--- config.mk ---
export PLATFORM = sky130hd
export DESIGN_NAME = psosc_mul
export DESIGN_NICKNAME = d
export VERILOG_FILES = /design/src/sv/psosc_pkg.sv /design/src/sv/psosc_mul.sv
export SDC_FILE = /design/constraint.sdc
export NUM_CORES = 2
export LEC_CHECK = 0
export BUFFER_PORTS_ARGS = -buffer_cell sky130_fd_sc_hd__buf_2
export CAP_MARGIN = 20
export CORE_MARGIN = 2
export CORE_UTILIZATION = 41
export DETAILED_ROUTE_END_ITERATION = 10
export GPL_TIMING_DRIVEN = 0
export PLACE_DENSITY_LB_ADDON = 0.3
export SETUP_SLACK_MARGIN = 0.4
export SLEW_MARGIN = 20
export SYNTH_ARGS = -nofsm -noshare
export SYNTH_HDL_FRONTEND = slang
export SYNTH_SLANG_ARGS = --single-unit
--- constraint.sdc ---
create_clock -name vclk -period 17.1
set_input_delay 1.71 -clock vclk [all_inputs]
set_output_delay 1.71 -clock vclk [all_outputs]
set_load 0.01 [all_outputs]
--- src/sv/psosc_pkg.sv ---
`default_nettype none

package psosc_pkg;

  localparam int FREQ_W    = 32;
  localparam int EXT_W     = 32;
  localparam int PERIOD_W  = 32;
  localparam int DEG_W     = 5;
  localparam int CFG_IDX_W = 4;

  // |u| and its powers: unsigned, 30 fraction bits, value in [0,1]
  localparam int FRAC_W    = 30;

  // shared multiplier operands, signed
  localparam int MUL_W     = 33;

  // frequency * sample_period, signed Q16.48
  localparam int PROD_W    = 64;
  localparam int PROD_FRAC = 48;

  localparam logic [DEG_W-1:0]    DEG_MIN      = 5'd2;
  localparam logic [DEG_W-1:0]    DEG_MAX      = 5'd17;
  localparam logic [DEG_W-1:0]    DEG_RESET    = 5'd2;
  localparam logic [PERIOD_W-1:0] PERIOD_RESET = 32'd89478;

  localparam logic [CFG_IDX_W-1:0] CFG_DEGREE = 4'd0;
  localparam logic [CFG_IDX_W-1:0] CFG_PERIOD = 4'd1;

  typedef struct packed {
    logic upd;
    logic use_ext;
    logic trig;
  } phase_ctl_t;

endpackage

`default_nettype wire

--- src/sv/psosc_mul.sv ---
`default_nettype none

module psosc_mul (
  input  logic signed [psosc_pkg::MUL_W-1:0]   a_i,
  input  logic signed [psosc_pkg::MUL_W-1:0]   b_i,
  output logic signed [2*psosc_pkg::MUL_W-1:0] p_o
);
  import psosc_pkg::*;

  assign p_o = a_i * b_i;

endmodule

`default_nettype wire

==> impl_metrics.env <==
export IMPL_setup_viol=0
export IMPL_required_ns=15.39
export IMPL_setup_tns_ns=0
export IMPL_crit_slowest_cell="clkbuf_1"
export IMPL_ctsHoldBuffers=0
export IMPL_ys_top_cells_by_area="fa_1 59%, inv_1 11%, and2_1 9.0%"
export IMPL_gp_congestion=1.040
export IMPL_ys_seq_area_frac=0
export IMPL_worstSetupStartpointType="primary input"
export IMPL_hold_viol_final=0
export IMPL_hold_class="in2out"
export IMPL_syn_mean_instance_area_um2=9.202
export IMPL_grt_max_degree=26
export IMPL_place_hpwl_mm=123.1
export IMPL_grt_util_all_layers=0.3045
export IMPL_layout_nets=5797
export IMPL_ctsResizeCount=0
export IMPL_synth_cell_types=53
export IMPL_cp_slowest_stage_delay_ns=0.90
export IMPL_drive_gt1_frac=0.03389
export IMPL_drv_slew=0
export IMPL_area_delta_synth_final_pct=6.028
export IMPL_drtIter0Drc=2661
export IMPL_dieWidth_um=312.2
export IMPL_fp_dieH_um=312.2
export IMPL_cp_end_kind="output port"
export IMPL_crit_path_frequent_cell="fa_1"
export IMPL_crit_arrival_ns=11.88
export IMPL_synth_top_area_share=0.5886
export IMPL_die_area_um2=97460
export IMPL_hold_depth=3
export IMPL_cts_setup_buffers=0
export IMPL_critPathMaxFanout=10
export IMPL_vias=29570
export IMPL_rsz0062_at_grt="no"
export IMPL_wire_per_inst_um=25.54
export IMPL_grt_pass1_wl_mm=214.2
export IMPL_yosysWarnings=0
export IMPL_rows=113
export IMPL_gr_total_overflow=0
export IMPL_io_pins=132
export IMPL_seq_area_um2=0
export IMPL_hp_start="b_i[0]"
export IMPL_syn_area_um2=38940
export IMPL_finalWirelength_mm=144.3
export IMPL_first_pass_iters=5
export IMPL_synthTopCellsByCount="1145 x fa_1, 1130 x inv_1, 558 x and2_1"
export IMPL_coreArea_um2=94590
export IMPL_yosys_area_top_type="fa_1"
export IMPL_drc=0
export IMPL_viasPerCell=5.236
export IMPL_antenna_found_initial=33
export IMPL_maxSlewHeadroom=0.1760
export IMPL_design_seq_count=0
export IMPL_grt_pass1_vias=31770
export IMPL_worstHoldEndpoint="p_o[0]"
export IMPL_min_period_ns=13.59
export IMPL_portBuffers=132
export IMPL_synth_nets=5660
export IMPL_nFillCells=9465
export IMPL_max_freq_mhz=73.58
export IMPL_synth_most_common_cell="fa_1"
export IMPL_fin_crit_sh=0.7948
export IMPL_tightest_slew_ns=1.236
export IMPL_ant_nets=0
export IMPL_status="complete, no violations"
export IMPL_cap_viol_max_count=0
export IMPL_initial_core_util=0.4117
export IMPL_clkbuf_count=0
export IMPL_synthCells=4232
export IMPL_criticalPathCategory="in2out"
[cell type report]
type / instances / area, µm² / area share
well taps: 1265 / 1583 / 0.03833
diodes: 15 / 37.54 / 0.0009091
plain buffers: 217 / 817.0 / 0.01979
multi-input cells: 2885 / 33900 / 0.8210
inverters: 1130 / 4242 / 0.1027
repair buffers: 135 / 710.7 / 0.01721
[stage by stage]
step / instance area [µm²] / hold WS [ns] / util / instances / worst slack [ns]
after global placement: 41180 / 3.843 / 0.4354 / 5629 / 2.492
after floorplan: 38940 / 3.570 / - / 4232 / 6.539
after detailed placement: 41220 / 3.846 / 0.4358 / 5630 / 3.292
after CTS: 41220 / 3.847 / 0.4358 / 5630 / 3.259
final: 41290 / 3.852 / 0.4365 / 5647 / 3.509
after global routing: 41250 / 3.869 / 0.4361 / 5632 / 3.156
[metal layers]
metal	vias to the layer above	GRT usage	wire [µm]
met3	348	0.06244	15500
met2	1617	0.4694	64190
met5	-	0	130
li1	12270	-	-
met4	20	0.1441	8729
met1	15310	0.4132	55700
[cell usage in the layout (no fill, tap or decap), types with 3 or more instances in the layout]
cell type	netlist	final
xor2_1	24	24
a21oi_1	59	59
nor2b_1	5	5
o211ai_1	12	12
a221oi_1	4	4
diode_2	0	15
nor2_1	66	66
o21bai_1	16	16
o31ai_1	4	4
and2_1	558	558
o21ai_0	34	32
nand3_1	8	8
buf_2	0	132
nand2b_1	14	14
xnor2_1	52	52
a211oi_1	9	8
a31oi_1	7	7
clkbuf_1	216	214
inv_1	1130	1130
nor3_1	11	11
nand2_1	544	544
a2111oi_0	3	3
ha_1	217	217
and3_1	13	13
a21o_1	36	36
nand4_1	11	11
fa_1	1145	1143
[cell families (layout without fill, tap and decap cells)]
kind of cell / after synthesis / count (layout) / share of synthesized area
adder cells (fa/ha/maj): 1362 / 1362 / 0.6584
buffers and inverters: 1347 / 1482 / 0.1298
AO/OA/AOI/OAI: 206 / 206 / 0.03470
multiplexers: 1 / 1 / 0.0002571
XOR/XNOR: 76 / 76 / 0.01709
AND/OR/NAND/NOR: 1240 / 1240 / 0.1598
other: 0 / 15 / 0
[how the worst max path moves through the flow]
| stage | slack (ns) | startpoint | cells past startpoint | end |
|---|---|---|---|---|
| after floorplan | 6.54 | b_i[0] | 28 | p_o[65] |
| after detailed placement | 3.29 | a_i[20] | 29 | p_o[52] |
| after global routing | 3.16 | a_i[20] | 29 | p_o[52] |
| after CTS | 3.26 | a_i[20] | 29 | p_o[52] |
| after global placement | 2.49 | a_i[20] | 28 | p_o[60] |
| final | 3.51 | a_i[20] | 29 | p_o[52] |
[critical path, delay by kind of cell]
family                     cells  cell delay, ns
AOI/OAI and AO/OA              8            2.92
buffers and inverters          9            1.97
and+or+nand+nor                2            0.45
xor gates and xnor gates       1            0.18
adders and majority gates      9            4.64
