## config.mk

```make
export PLATFORM = sky130hd
export DESIGN_NAME = psosc_phase
export DESIGN_NICKNAME = d
export VERILOG_FILES = /design/src/sv/psosc_pkg.sv /design/src/sv/psosc_phase.sv
export SDC_FILE = /design/constraint.sdc
export NUM_CORES = 1
export LEC_CHECK = 0
export BUFFER_PORTS_ARGS = -buffer_cell sky130_fd_sc_hd__buf_4
export CAP_MARGIN = 20
export CELL_PAD_IN_SITES_DETAIL_PLACEMENT = 1
export CELL_PAD_IN_SITES_GLOBAL_PLACEMENT = 1
export CORE_MARGIN = 8
export CORE_UTILIZATION = 41
export DETAILED_ROUTE_END_ITERATION = 16
export GPL_TIMING_DRIVEN = 0
export HOLD_SLACK_MARGIN = 0.15
export PLACE_DENSITY_LB_ADDON = 0.1
export SLEW_MARGIN = 20
export SYNTH_ARGS = -nofsm -noshare
export SYNTH_HDL_FRONTEND = slang
export SYNTH_SLANG_ARGS = --single-unit
```

## constraint.sdc

```tcl
create_clock -name clk_i -period 8.6 [get_ports clk_i]
set_input_delay 1.72 -clock clk_i [delete_from_list [all_inputs] [get_ports clk_i]]
set_output_delay 1.72 -clock clk_i [all_outputs]
set_load 0.01 [all_outputs]
```

## src/sv/psosc_pkg.sv

```systemverilog
`default_nettype none

package psosc_pkg;

  localparam int FREQ_W    = 32;
  localparam int EXT_W     = 32;
  localparam int PERIOD_W  = 32;
  localparam int DEG_W     = 5;
  localparam int CFG_IDX_W = 4;

  // |u| and its powers: unsigned, 30 fraction bits, value in [0,1]
  localparam int FRAC_W    = 30;

  // shared multiplier operands, signed
  localparam int MUL_W     = 33;

  // frequency * sample_period, signed Q16.48
  localparam int PROD_W    = 64;
  localparam int PROD_FRAC = 48;

  localparam logic [DEG_W-1:0]    DEG_MIN      = 5'd2;
  localparam logic [DEG_W-1:0]    DEG_MAX      = 5'd17;
  localparam logic [DEG_W-1:0]    DEG_RESET    = 5'd2;
  localparam logic [PERIOD_W-1:0] PERIOD_RESET = 32'd89478;

  localparam logic [CFG_IDX_W-1:0] CFG_DEGREE = 4'd0;
  localparam logic [CFG_IDX_W-1:0] CFG_PERIOD = 4'd1;

  typedef struct packed {
    logic upd;
    logic use_ext;
    logic trig;
  } phase_ctl_t;

endpackage

`default_nettype wire

```

## src/sv/psosc_phase.sv

```systemverilog
`default_nettype none

module psosc_phase #(
  parameter int PHASE_BITS = 32
) (
  input  logic                                clk_i,
  input  logic                                rst_ni,
  input  psosc_pkg::phase_ctl_t               ctl_i,
  input  logic signed [psosc_pkg::PROD_W-1:0] prod_i,
  input  logic [psosc_pkg::EXT_W-1:0]         ext_i,
  output logic [psosc_pkg::FRAC_W:0]          mag_o,
  output logic                                first_o
);
  import psosc_pkg::*;

  localparam int IncShift = PROD_FRAC - PHASE_BITS;
  localparam logic signed [PROD_W-1:0] HalfCycle =
    {{(PROD_W-PROD_FRAC){1'b0}}, 1'b1, {(PROD_FRAC-1){1'b0}}};
  localparam logic [PHASE_BITS+1:0] One   = (PHASE_BITS+2)'(1) << PHASE_BITS;
  localparam logic [PHASE_BITS+1:0] Three = One + (One << 1);

  logic [PHASE_BITS-1:0]   phase_q, phase_d;
  logic signed [PROD_W-1:0] prod_c, inc_full;
  logic [PHASE_BITS-1:0]   inc, ext_ph;
  logic [PHASE_BITS+1:0]   four, ref_pt, au;

  assign prod_c   = (prod_i > HalfCycle) ? HalfCycle : prod_i;
  assign inc_full = prod_c >>> IncShift;
  assign inc      = inc_full[PHASE_BITS-1:0];

  if (PHASE_BITS >= EXT_W) begin : g_ext_wide
    assign ext_ph = PHASE_BITS'(ext_i) << (PHASE_BITS - EXT_W);
  end else begin : g_ext_narrow
    assign ext_ph = PHASE_BITS'(ext_i >> (EXT_W - PHASE_BITS));
  end

  always_comb begin
    phase_d = phase_q;
    if (ctl_i.upd) begin
      priority if (ctl_i.trig) begin
        phase_d = '0;
      end else if (ctl_i.use_ext) begin
        phase_d = ext_ph;
      end else begin
        phase_d = phase_q + inc;
      end
    end
  end

  always_ff @(posedge clk_i or negedge rst_ni) begin
    if (!rst_ni) begin
      phase_q <= '0;
    end else begin
      phase_q <= phase_d;
    end
  end

  assign first_o = ~phase_q[PHASE_BITS-1];
  assign four    = {phase_q, 2'b00};
  assign ref_pt  = first_o ? One : Three;
  assign au      = (four >= ref_pt) ? (four - ref_pt) : (ref_pt - four);

  if (PHASE_BITS >= FRAC_W) begin : g_mag_wide
    assign mag_o = (FRAC_W+1)'(au >> (PHASE_BITS - FRAC_W));
  end else begin : g_mag_narrow
    assign mag_o = (FRAC_W+1)'(au) << (FRAC_W - PHASE_BITS);
  end

endmodule

`default_nettype wire

```

==> results.ini, run 1 <==
[logic_synthesis]
synth_warnings=0
yosysSeqAreaShare=0.192
syn_nets=668
postSynthAreaPerCell_um2=7.82
ys_types=60
netlist_top_cells_count=nor2b_1 (46), a21oi_1 (43), nor2_1 (43), xnor2_1 (36)
yosys-top-cells-area=dfrtp_1 (19%), ha_1 (9.6%), xnor2_1 (7.5%), nor2b_1 (6.9%), a21oi_1 (5.2%)
synthArstFlopShare=1.00
synthCells=534
synth_most_common_cell=nor2b_1
netlist.area_leader.share=0.192
synth.ff_latch_count=32
synth-edff-count=0
synth_area_leader_cell=dfrtp_1
synth_ff_type=dfrtp_1
synth_area_um2=4180

[cells_and_area]
largest_reg_flops=32
drive_above_1_share=0.248
fin_cells=810
reg_top3=phase_q: 32 flops
top_register=phase_q
fillers=1334
n_antenna_cell=0
final_area_um2=5430
nets=807
syn_to_final_growth_pct=29.9

[critical_path]
worstSetupStartpointType=input pin
max_stage_delay_ns=0.57
arrival_ns=6.08
worst_setup_path_end_kind=flop
path_cells=buf_4 > nor4_1 > nand4_1 > o31ai_1 > a21oi_1 > clkbuf_1 > nor2b_1 > ha_1 > fa_1 > a211oi_2 > nor3_2 > a211oi_2 > o211a_4 > o21ai_4 > nand3_1 > o41ai_1 > xor2_1 > a221o_1
critPathRequiredTime_ns=8.78
crit_type=input pin to flop
crit_path_top_delay_cell=nor4_1
critical_path_peak_fanout=10
crit_top_cell=a211oi_2

[sta]
fin_setup_tns_ns=0
max_freq_ghz=0.170
tightestPinTransition_ns=1.05
fin_crit_ns=5.90
finalCritPeriodShare=0.686
hold_viol=0
finalSetupViolCount=0
maxSlewHeadroom=0.293
finClkSkew_ns=0.00906
rsz0062_at_grt=false
timing.final.ws_setup_ns=2.70
final_max_slew_viol_count=0

[floorplan]
row_count=37
core_area_um2=10100
die-height_um=117
die-area_um2=13700
boundaryPins=133
die-width_um=117
initial_core_util=0.414

[clock_network]
cts_buffers=5
cts_hold_buf=0
clkSlewWorstSetupHoldPaths_ns=0.08
cts_tree=yes
root_buffer=clkbuf_8
htree_levels=2
post-cts-setup-buffers=0
postCtsResizedCells=0
clock_path_buffers=2
clk_latency_ns=0.30
clock_sinks=32

[flow_run]
max-cap-violations=0

[global_route]
grt_max_degree=33
grt_overflow=0
antenna_found_initial=0
grt.total_usage=0.246
grt_first_pass_wirelength_um=26300
grt_pass1_vias=5202

[detailed_routing]
routedWlPerCell_um=20.4
routed_wirelength_um=16500
drt_iter0_markers=207
via_per_inst=5.82
antenna_left=0
route.detailed.drc=0
first_pass_iters=4
vias=4714

[power]
power.density_nw_per_um2=140
sequentialPowerShare=0.252
leakage_uw=0.00249
cell_internal_pwr_uw=436
ir_drop_mv=0.0713
swShare=0.427
combPwrFrac=0.576
clkPwrFrac=0.171
netSwitchingPower_uw=325

[hold_path]
hp-class=flop to flop

[placement]
io_buffer_count=132
placed_cells=802
dp_hpwl_um=13300
dpl_worst_slack_ns=2.40
dpl_cell_area_um2=5340
gp_congestion=0.893

[run_status]
status=completed

## per-layer routing
metal  routed length [um]  up-vias  GRT usage
li1                     -     2239          -
met5                    0        -          0
met1                 7220     2310      0.302
met2                 8030      139      0.423
met4                  325        0     0.0785
met3                  925       26     0.0467
## cell type report
type	instances	area, um^2	share of cell area
well taps	136	170	0.0313
plain buffers	28	115	0.0212
multi-input cells	444	3150	0.580
clock buffers	8	90.1	0.0166
inverters	30	113	0.0207
flip-flops and latches	32	801	0.147
repair buffers	132	991	0.183
## cell usage in the layout, fill, tap and decap left out, types with 16 or more instances in the layout
master	netlist	layout
nor2_1	43	43
nor4_1	20	20
ha_1	32	32
xor2_1	18	18
buf_4	1	133
dfrtp_1	32	32
inv_1	29	29
a21o_1	21	21
a21oi_1	43	43
nand2_1	22	22
nor2b_1	46	46
clkbuf_1	20	22
xnor2_1	36	36
o22ai_1	18	18
o21ai_0	16	16
## through the flow
step | util | total power, uW | hold WS (ns)
2_1_floorplan | - | 451 | 0.571
3_3_place_gp | 0.529 | 616 | 0.571
4_1_cts | 0.538 | 764 | 0.619
6_report | 0.538 | 760 | 0.609
5_1_grt | 0.538 | 814 | 0.653
3_5_place_dp | 0.529 | 631 | 0.605
## cells by family after synthesis
kind of cell | after synthesis | synth area share
and+or+nand+nor | 184 | 0.241
AOI/OAI and AO/OA | 167 | 0.284
buffers and inverters | 58 | 0.0545
xor gates and xnor gates | 54 | 0.113
adders and majority gates | 33 | 0.101
DFF | 32 | 0.192
muxes | 6 | 0.0150
## final timing paths
path	end	start	slack, ns	cells past startpoint
min in group asynchronous	phase_q[13]	rst_ni	1.39	1
max in group asynchronous	phase_q[0]	rst_ni	6.87	1
worst max register to register	phase_q[24]	phase_q[0]	5.34	11
worst min register to register	phase_q[31]	phase_q[31]	0.61	2
worst max-delay path	phase_q[30]	prod_i[42]	2.70	18
worst min-delay path	phase_q[31]	phase_q[31]	0.61	2
## worst max-delay path: cells and delay by family
| family | cells | cell delay (ns) |
|---|---|---|
| buffers and inverters | 2 | 0.43 |
| adders and majority gates | 2 | 0.54 |
| and+or+nand+nor | 5 | 1.35 |
| xor gates and xnor gates | 1 | 0.12 |
| AOI/OAI and AO/OA | 8 | 1.94 |
## power groups by stage
stage | clock, uW | combinational [uW] | sequential (uW)
2_1_floorplan | 0 | 264 | 187
3_3_place_gp | 0 | 423 | 193
3_5_place_dp | 0 | 437 | 194
4_1_cts | 133 | 440 | 191
5_1_grt | 139 | 479 | 195
6_report | 130 | 438 | 192
Note: power is estimated with default switching activity, not from simulation.
==> inputs of run 2 (changes only) <==
--- a/config.mk
+++ b/config.mk
@@ -10,7 +10,7 @@
 export CELL_PAD_IN_SITES_DETAIL_PLACEMENT = 1
 export CELL_PAD_IN_SITES_GLOBAL_PLACEMENT = 1
 export CORE_MARGIN = 8
-export CORE_UTILIZATION = 41
+export CORE_UTILIZATION = 38
 export DETAILED_ROUTE_END_ITERATION = 16
 export GPL_TIMING_DRIVEN = 0
 export HOLD_SLACK_MARGIN = 0.15
==> constraint.sdc (replaced) <==
create_clock -name clk_i -period 6.18 [get_ports clk_i]
set_input_delay 1.236 -clock clk_i [delete_from_list [all_inputs] [get_ports clk_i]]
set_output_delay 1.236 -clock clk_i [all_outputs]
set_load 0.01 [all_outputs]
==> run 2 against run 1 <==
  * Critical path depth unchanged
  * Highest routed layer unchanged
  * Non-clock buffer count unchanged
  * First-iteration DRC count increased by 23%
  * Clock-buffer cell count decreased by 1
  * Register-to-register slack got worse by 2.6 ns
  * Core utilization decreased by 3.1 points
  * Critical endpoint unchanged
  * Critical path type unchanged
  * Die area increased by 6.8%
  * Sequential share of layout area decreased by 0.11 points
  * Clock power increased by 83%
  * Cell area increased by 0.76%
  * Worst hold slack got worse by 0.0018 ns
  * Total power increased by 47%
==> results.ini, run 2 (synthesis gave the netlist of run 1 again) <==
[critical_path]
crit_path_top_delay_cell=nor4_1
rrSetupSlack_ns=2.75  ; -2.59 ns
crit_type=input pin to flop
critical_path_peak_fanout=10  ; unchanged
crit_top_cell=a211oi_2
max_stage_delay_ns=0.72  ; +0.15 ns
crit_family=compound AO/OA/AOI/OAI gates
crit_start=prod_i[42]
path_buf_inv=2  ; unchanged
path_cells=buf_4 > nor4_1 > nand4_1 > o31ai_1 > a21oi_1 > clkbuf_1 > nor2b_1 > ha_1 > fa_1 > a211oi_2 > nor3_2 > a211oi_2 > o211a_4 > o21ai_4 > nand3_1 > o41ai_1 > xor2_1 > a221o_1
critPathRequiredTime_ns=6.37  ; -2.41 ns
arrival_ns=5.96  ; -0.12 ns
worst_setup_path_end_kind=flop
timing.rr.start=phase_q[0]
worstSetupStartpointType=input pin

[sta]
fin_crit_ns=5.77
rsz0062_at_grt=false
hold_viol=0  ; unchanged
finClkSkew_ns=0.00534  ; -0.00373 ns
max_freq_ghz=0.173
maxSlewHeadroom=0.445  ; +0.152
tightestPinTransition_ns=0.824  ; -0.228 ns
finalCritPeriodShare=0.934
final_max_slew_viol_count=0  ; unchanged
fin_setup_tns_ns=0  ; unchanged
finalSetupViolCount=0  ; unchanged

[cells_and_area]
drive_above_1_share=0.251  ; +0.00297
largest_reg_flops=32  ; unchanged
layout_common_cells=buf_4 (133), nor2b_1 (46), a21oi_1 (43), nor2_1 (43), xnor2_1 (36)
top_register=phase_q
n_antenna_cell=0  ; unchanged
syn_to_final_growth_pct=30.9
mostFrequentLayoutCell=buf_4
fin_cells=814  ; +0.49%
reg_top3=phase_q: 32 flops
nets=807  ; unchanged

[clock_network]
cts_buffers=5  ; unchanged
postCtsResizedCells=0  ; unchanged
clock_path_buffers=2  ; unchanged
htree_levels=2  ; unchanged
cts_tree=yes
post-cts-setup-buffers=0  ; unchanged
clkSlewWorstSetupHoldPaths_ns=0.08  ; about the same
root_buffer=clkbuf_8
clk_latency_ns=0.30  ; about the same
cts_hold_buf=0  ; unchanged
clock_sinks=32  ; unchanged

[detailed_routing]
wl_met2_um=8230  ; +2.4%
via_per_inst=5.76  ; -1.0%
m1WireLength_um=7470  ; +3.5%
dr.max_layer_used=met4
routedWlPerCell_um=21.1  ; +3.6%
met3_length_um=1150  ; +24%
routed_wirelength_um=17200  ; +4.1%
vias=4689  ; -0.53%
antenna_left=0  ; unchanged
drt_iter0_markers=255  ; +23%
first_pass_iters=4  ; unchanged
route.detailed.drc=0  ; unchanged

[placement]
placed_cells=806  ; +0.50%
gp_congestion=0.892  ; -0.16%
io_buffer_count=132  ; unchanged
dp_hpwl_um=14000  ; +5.2%

[floorplan]
die-area_um2=14600  ; +6.8%
die-width_um=121  ; +3.3%
row_count=38  ; +2.7%
boundaryPins=133  ; unchanged
initial_core_util=0.387  ; -0.0269
die-height_um=121  ; +3.3%
core_area_um2=10800  ; +6.9%

[global_route]
grt_max_degree=33  ; unchanged
grt_first_pass_wirelength_um=27600  ; +4.8%
antenna_found_initial=0  ; unchanged
grt.total_usage=0.238  ; -0.00816
grt_pass1_vias=5282  ; +1.5%
grt_overflow=0  ; unchanged

[power]
power.density_nw_per_um2=205  ; +46%
ir_drop_mv=0.0885  ; +24%
leakage_uw=0.00251  ; +0.76%

[flow_run]
max-cap-violations=0  ; unchanged

[run_status]
status=completed

[hold_path]
min-delay-start=phase_q[31]
hp-class=flop to flop

[run 2: power by group]
group          total, uW  switching, uW  internal [uW]
Sequential           269           36.0            233
Clock                238           95.5            143
Combinational        612            331            281
Total               1120            463            657
[run 2: tightest hold or removal path: cells and delay by family (launching register included)]
family / cells / cell delay [ns]
buffers and inverters: 1 / 0.07
AO/OA/AOI/OAI: 1 / 0.17
flip-flops: 1 / 0.33
[run 2: layout make-up]
| cell class | instances | area (um^2) |
|---|---|---|
| buffer | 28 | 115 |
| timing repair buffer | 132 | 991 |
| fill | 1350 | 5320 |
| multi-input combinational | 444 | 3150 |
| inverter | 30 | 113 |
| sequential | 32 | 801 |
| tap | 140 | 175 |
| clock inverter | 1 | 30.0 |
| clock buffer | 7 | 96.3 |
[run 2: routing by layer]
metal | up-vias | track usage
met3 | 20 | 0.0642
met2 | 151 | 0.404
met4 | 0 | 0.0765
li1 | 2238 | -
met5 | - | 0
met1 | 2280 | 0.284
[run 2: through the flow]
step | instance area (um^2) | hold slack (ns) | worst slack (ns) | total power, uW | util
finish | 5470 | 0.607 | 0.408 | 1120 | 0.507
global route | 5470 | 0.651 | 0.185 | 1190 | 0.507
CTS | 5470 | 0.616 | 0.429 | 1130 | 0.507
detailed placement | 5340 | 0.596 | 0.165 | 883 | 0.495
global placement | 5340 | 0.572 | 0.197 | 868 | 0.495
floorplan | 4180 | 0.571 | 1.61 | 628 | -
[run 2: worst paths after layout]
| check | cells past startpoint | end |
|---|---|---|
| min in group asynchronous | 1 | phase_q[28] |
| max in group asynchronous | 1 | phase_q[12] |
| worst max register to register | 11 | phase_q[24] |
| worst max-delay path | 18 | phase_q[30] |
| worst min register to register | 2 | phase_q[31] |
| worst min-delay path | 2 | phase_q[31] |
==> inputs of run 3 (changes only) <==
--- a/config.mk
+++ b/config.mk
@@ -9,8 +9,9 @@
 export CAP_MARGIN = 20
 export CELL_PAD_IN_SITES_DETAIL_PLACEMENT = 1
 export CELL_PAD_IN_SITES_GLOBAL_PLACEMENT = 1
-export CORE_MARGIN = 8
+export CORE_MARGIN = 5
 export CORE_UTILIZATION = 38
+export CTS_CLUSTER_SIZE = 28
 export DETAILED_ROUTE_END_ITERATION = 16
 export GPL_TIMING_DRIVEN = 0
 export HOLD_SLACK_MARGIN = 0.15
==> run 3 against run 2 <==
  * Clock-buffer cell count up 1
  * Die area down 9.7%
  * Via count about the same
  * Flip-flop and latch count unchanged
  * Cell area down 0.66%
  * Clock power down 21%
  * Total power down 4.5%
  * First-iteration DRC count up 18%
  * Critical path type unchanged
  * Critical endpoint unchanged
  * Highest routed layer unchanged
==> results.ini, run 3 (synthesis gave the netlist of run 1 again) <==
[power]
swShare=0.434  ; +0.0204
ir_drop_mv=0.0975  ; +10%
cell_internal_pwr_uw=606  ; -7.8%
combPwrFrac=0.572  ; +0.025
sequentialPowerShare=0.251  ; +0.010
clkPwrFrac=0.176  ; -0.037
leakage_uw=0.00249  ; -0.76%
netSwitchingPower_uw=464  ; +0.23%
power.density_nw_per_um2=197  ; -3.8%

[sta]
maxSlewHeadroom=0.401  ; -0.0444
hold_viol=0  ; unchanged
tightestPinTransition_ns=0.892  ; +0.0673 ns
final_max_slew_viol_count=0  ; unchanged
finalSetupViolCount=0  ; unchanged
rsz0062_at_grt=false
max_freq_ghz=0.177  ; +2.1%
finClkSkew_ns=0.0135  ; +0.00812 ns
fin_setup_tns_ns=0  ; unchanged
fin_hold_ws_ns=0.618  ; +0.0116 ns
fin_crit_ns=5.65  ; -0.121 ns
finalCritPeriodShare=0.914  ; -0.0195

[cells_and_area]
nets=807  ; unchanged
n_antenna_cell=0  ; unchanged
syn_to_final_growth_pct=30.1
reg_top3=phase_q: 32 flops
multi_input_area_um2=3150  ; unchanged
final_area_um2=5430  ; -0.66%
fillers=1364  ; +1.0%
layout_common_cells=buf_4 (133), nor2b_1 (46), a21oi_1 (43), nor2_1 (43), xnor2_1 (36)
drive_above_1_share=0.248  ; -0.00297
mostFrequentLayoutCell=buf_4
layout.area.seq_um2=801  ; unchanged
top_register=phase_q
largest_reg_flops=32  ; unchanged
fin_cells=814  ; unchanged
final_util=0.503  ; -0.00336

[detailed_routing]
drt_iter0_markers=301  ; +18%
routedWlPerCell_um=20.5  ; -2.8%
via_per_inst=5.76  ; about the same
first_pass_iters=4  ; unchanged
antenna_left=0  ; unchanged
route.detailed.drc=0  ; unchanged
vias=4686  ; -0.064%
routed_wirelength_um=16700  ; -2.8%

[critical_path]
worst_setup_path_end_kind=flop
crit_path_top_delay_cell=nor4_1
crit_type=input pin to flop
worstSetupStartpointType=input pin
critPathRequiredTime_ns=6.38  ; about the same
critical_path_peak_fanout=10  ; unchanged
path_buf_inv=2  ; unchanged
crit_top_cell=a211oi_2
path_cells=buf_4 > nor4_1 > nand4_1 > o31ai_1 > a21oi_1 > clkbuf_1 > nor2b_1 > ha_1 > fa_1 > a211oi_2 > nor3_2 > a211oi_2 > o211a_4 > o21ai_4 > nand3_1 > o41ai_1 > xor2_1 > a221o_1
arrival_ns=5.85  ; -0.11 ns
crit_family=compound AO/OA/AOI/OAI gates
max_stage_delay_ns=0.70  ; -0.02 ns

[placement]
io_buffer_count=132  ; unchanged
gp_congestion=0.956  ; +7.2%
placed_cells=806  ; unchanged
dpl_cell_area_um2=5340  ; unchanged
dp_hpwl_um=13600  ; -2.9%

[clock_network]
cts_buffers=5  ; unchanged
post-cts-setup-buffers=0  ; unchanged
postCtsResizedCells=0  ; unchanged
cts_tree=yes
clk_latency_ns=0.30  ; about the same
htree_levels=2  ; unchanged
clock_sinks=32  ; unchanged
root_buffer=clkbuf_8
clkSlewWorstSetupHoldPaths_ns=0.09  ; about the same
clock_path_buffers=2  ; unchanged
cts_hold_buf=0  ; unchanged

[floorplan]
die-width_um=115  ; -5.0%
die-height_um=115  ; -5.0%
core_area_um2=10800  ; unchanged
initial_core_util=0.387  ; unchanged
boundaryPins=133  ; unchanged
row_count=38  ; unchanged
die-area_um2=13200  ; -9.7%

[global_route]
grt_first_pass_wirelength_um=26700  ; -3.2%
grt_max_degree=33  ; unchanged
grt_overflow=0  ; unchanged
grt.total_usage=0.256  ; +0.0184
antenna_found_initial=0  ; unchanged
grt_pass1_vias=5056  ; -4.3%

[run_status]
status=completed

[flow_run]
max-cap-violations=0  ; unchanged

[hold_path]
hp-class=flop to flop

## run 3: cell types whose count changed in the layout (fill, tap and decap cells not counted), sizes merged
cell    previous run  this run
bufinv             1         0
clkbuf            27        28
## run 3: per-layer routing
metal  GRT usage  up-vias  share of wire
li1            -     2228              -
met1       0.354     2287           0.46
met2       0.413      146           0.47
met3      0.0416       25          0.050
met4      0.0712        0          0.022
met5           0        -              0
## run 3: final timing paths
check                       startpoint          end  slack (ns)  cells after the start
min in group asynchronous       rst_ni  phase_q[27]        0.89                      1
setup / recovery            prod_i[42]  phase_q[30]        0.53                     18
hold / removal             phase_q[31]  phase_q[31]        0.62                      2
setup reg to reg            phase_q[0]  phase_q[24]        2.82                     11
hold reg to reg            phase_q[31]  phase_q[31]        0.62                      2
max in group asynchronous       rst_ni   phase_q[4]        4.94                      1
## run 3: per-stage QoR
step	power [uW]	setup WS, ns
6_report	1070	0.529
5_1_grt	1140	0.131
4_1_cts	1070	0.508
3_5_place_dp	882	0.222
3_3_place_gp	865	0.286
2_1_floorplan	628	1.61
## run 3: cell type report
class	instances	area share
buffer	28	0.0212
clock buffer	8	0.0166
inverter	30	0.0207
multi-input combinational	444	0.580
sequential	32	0.147
tap	140	0.0322
timing repair buffer	132	0.182
## run 3: power by group through the flow
| stage | Combinational [uW] | Clock [uW] | Sequential (uW) |
|---|---|---|---|
| finish | 612 | 189 | 269 |
| global placement | 594 | 0 | 271 |
| detailed placement | 611 | 0 | 272 |
| floorplan | 368 | 0 | 260 |
| global route | 669 | 199 | 272 |
| CTS | 614 | 193 | 268 |
## run 3: worst register-to-register path, stage by stage (launching register included)
cell	delay, ns
dfrtp_1	0.42
ha_1	0.27
fa_1	0.46
a211oi_2	0.33
nor3_2	0.08
a211oi_2	0.38
o211a_4	0.28
o211ai_1	0.17
a21oi_2	0.26
o21bai_1	0.12
xor2_1	0.17
a221o_1	0.33
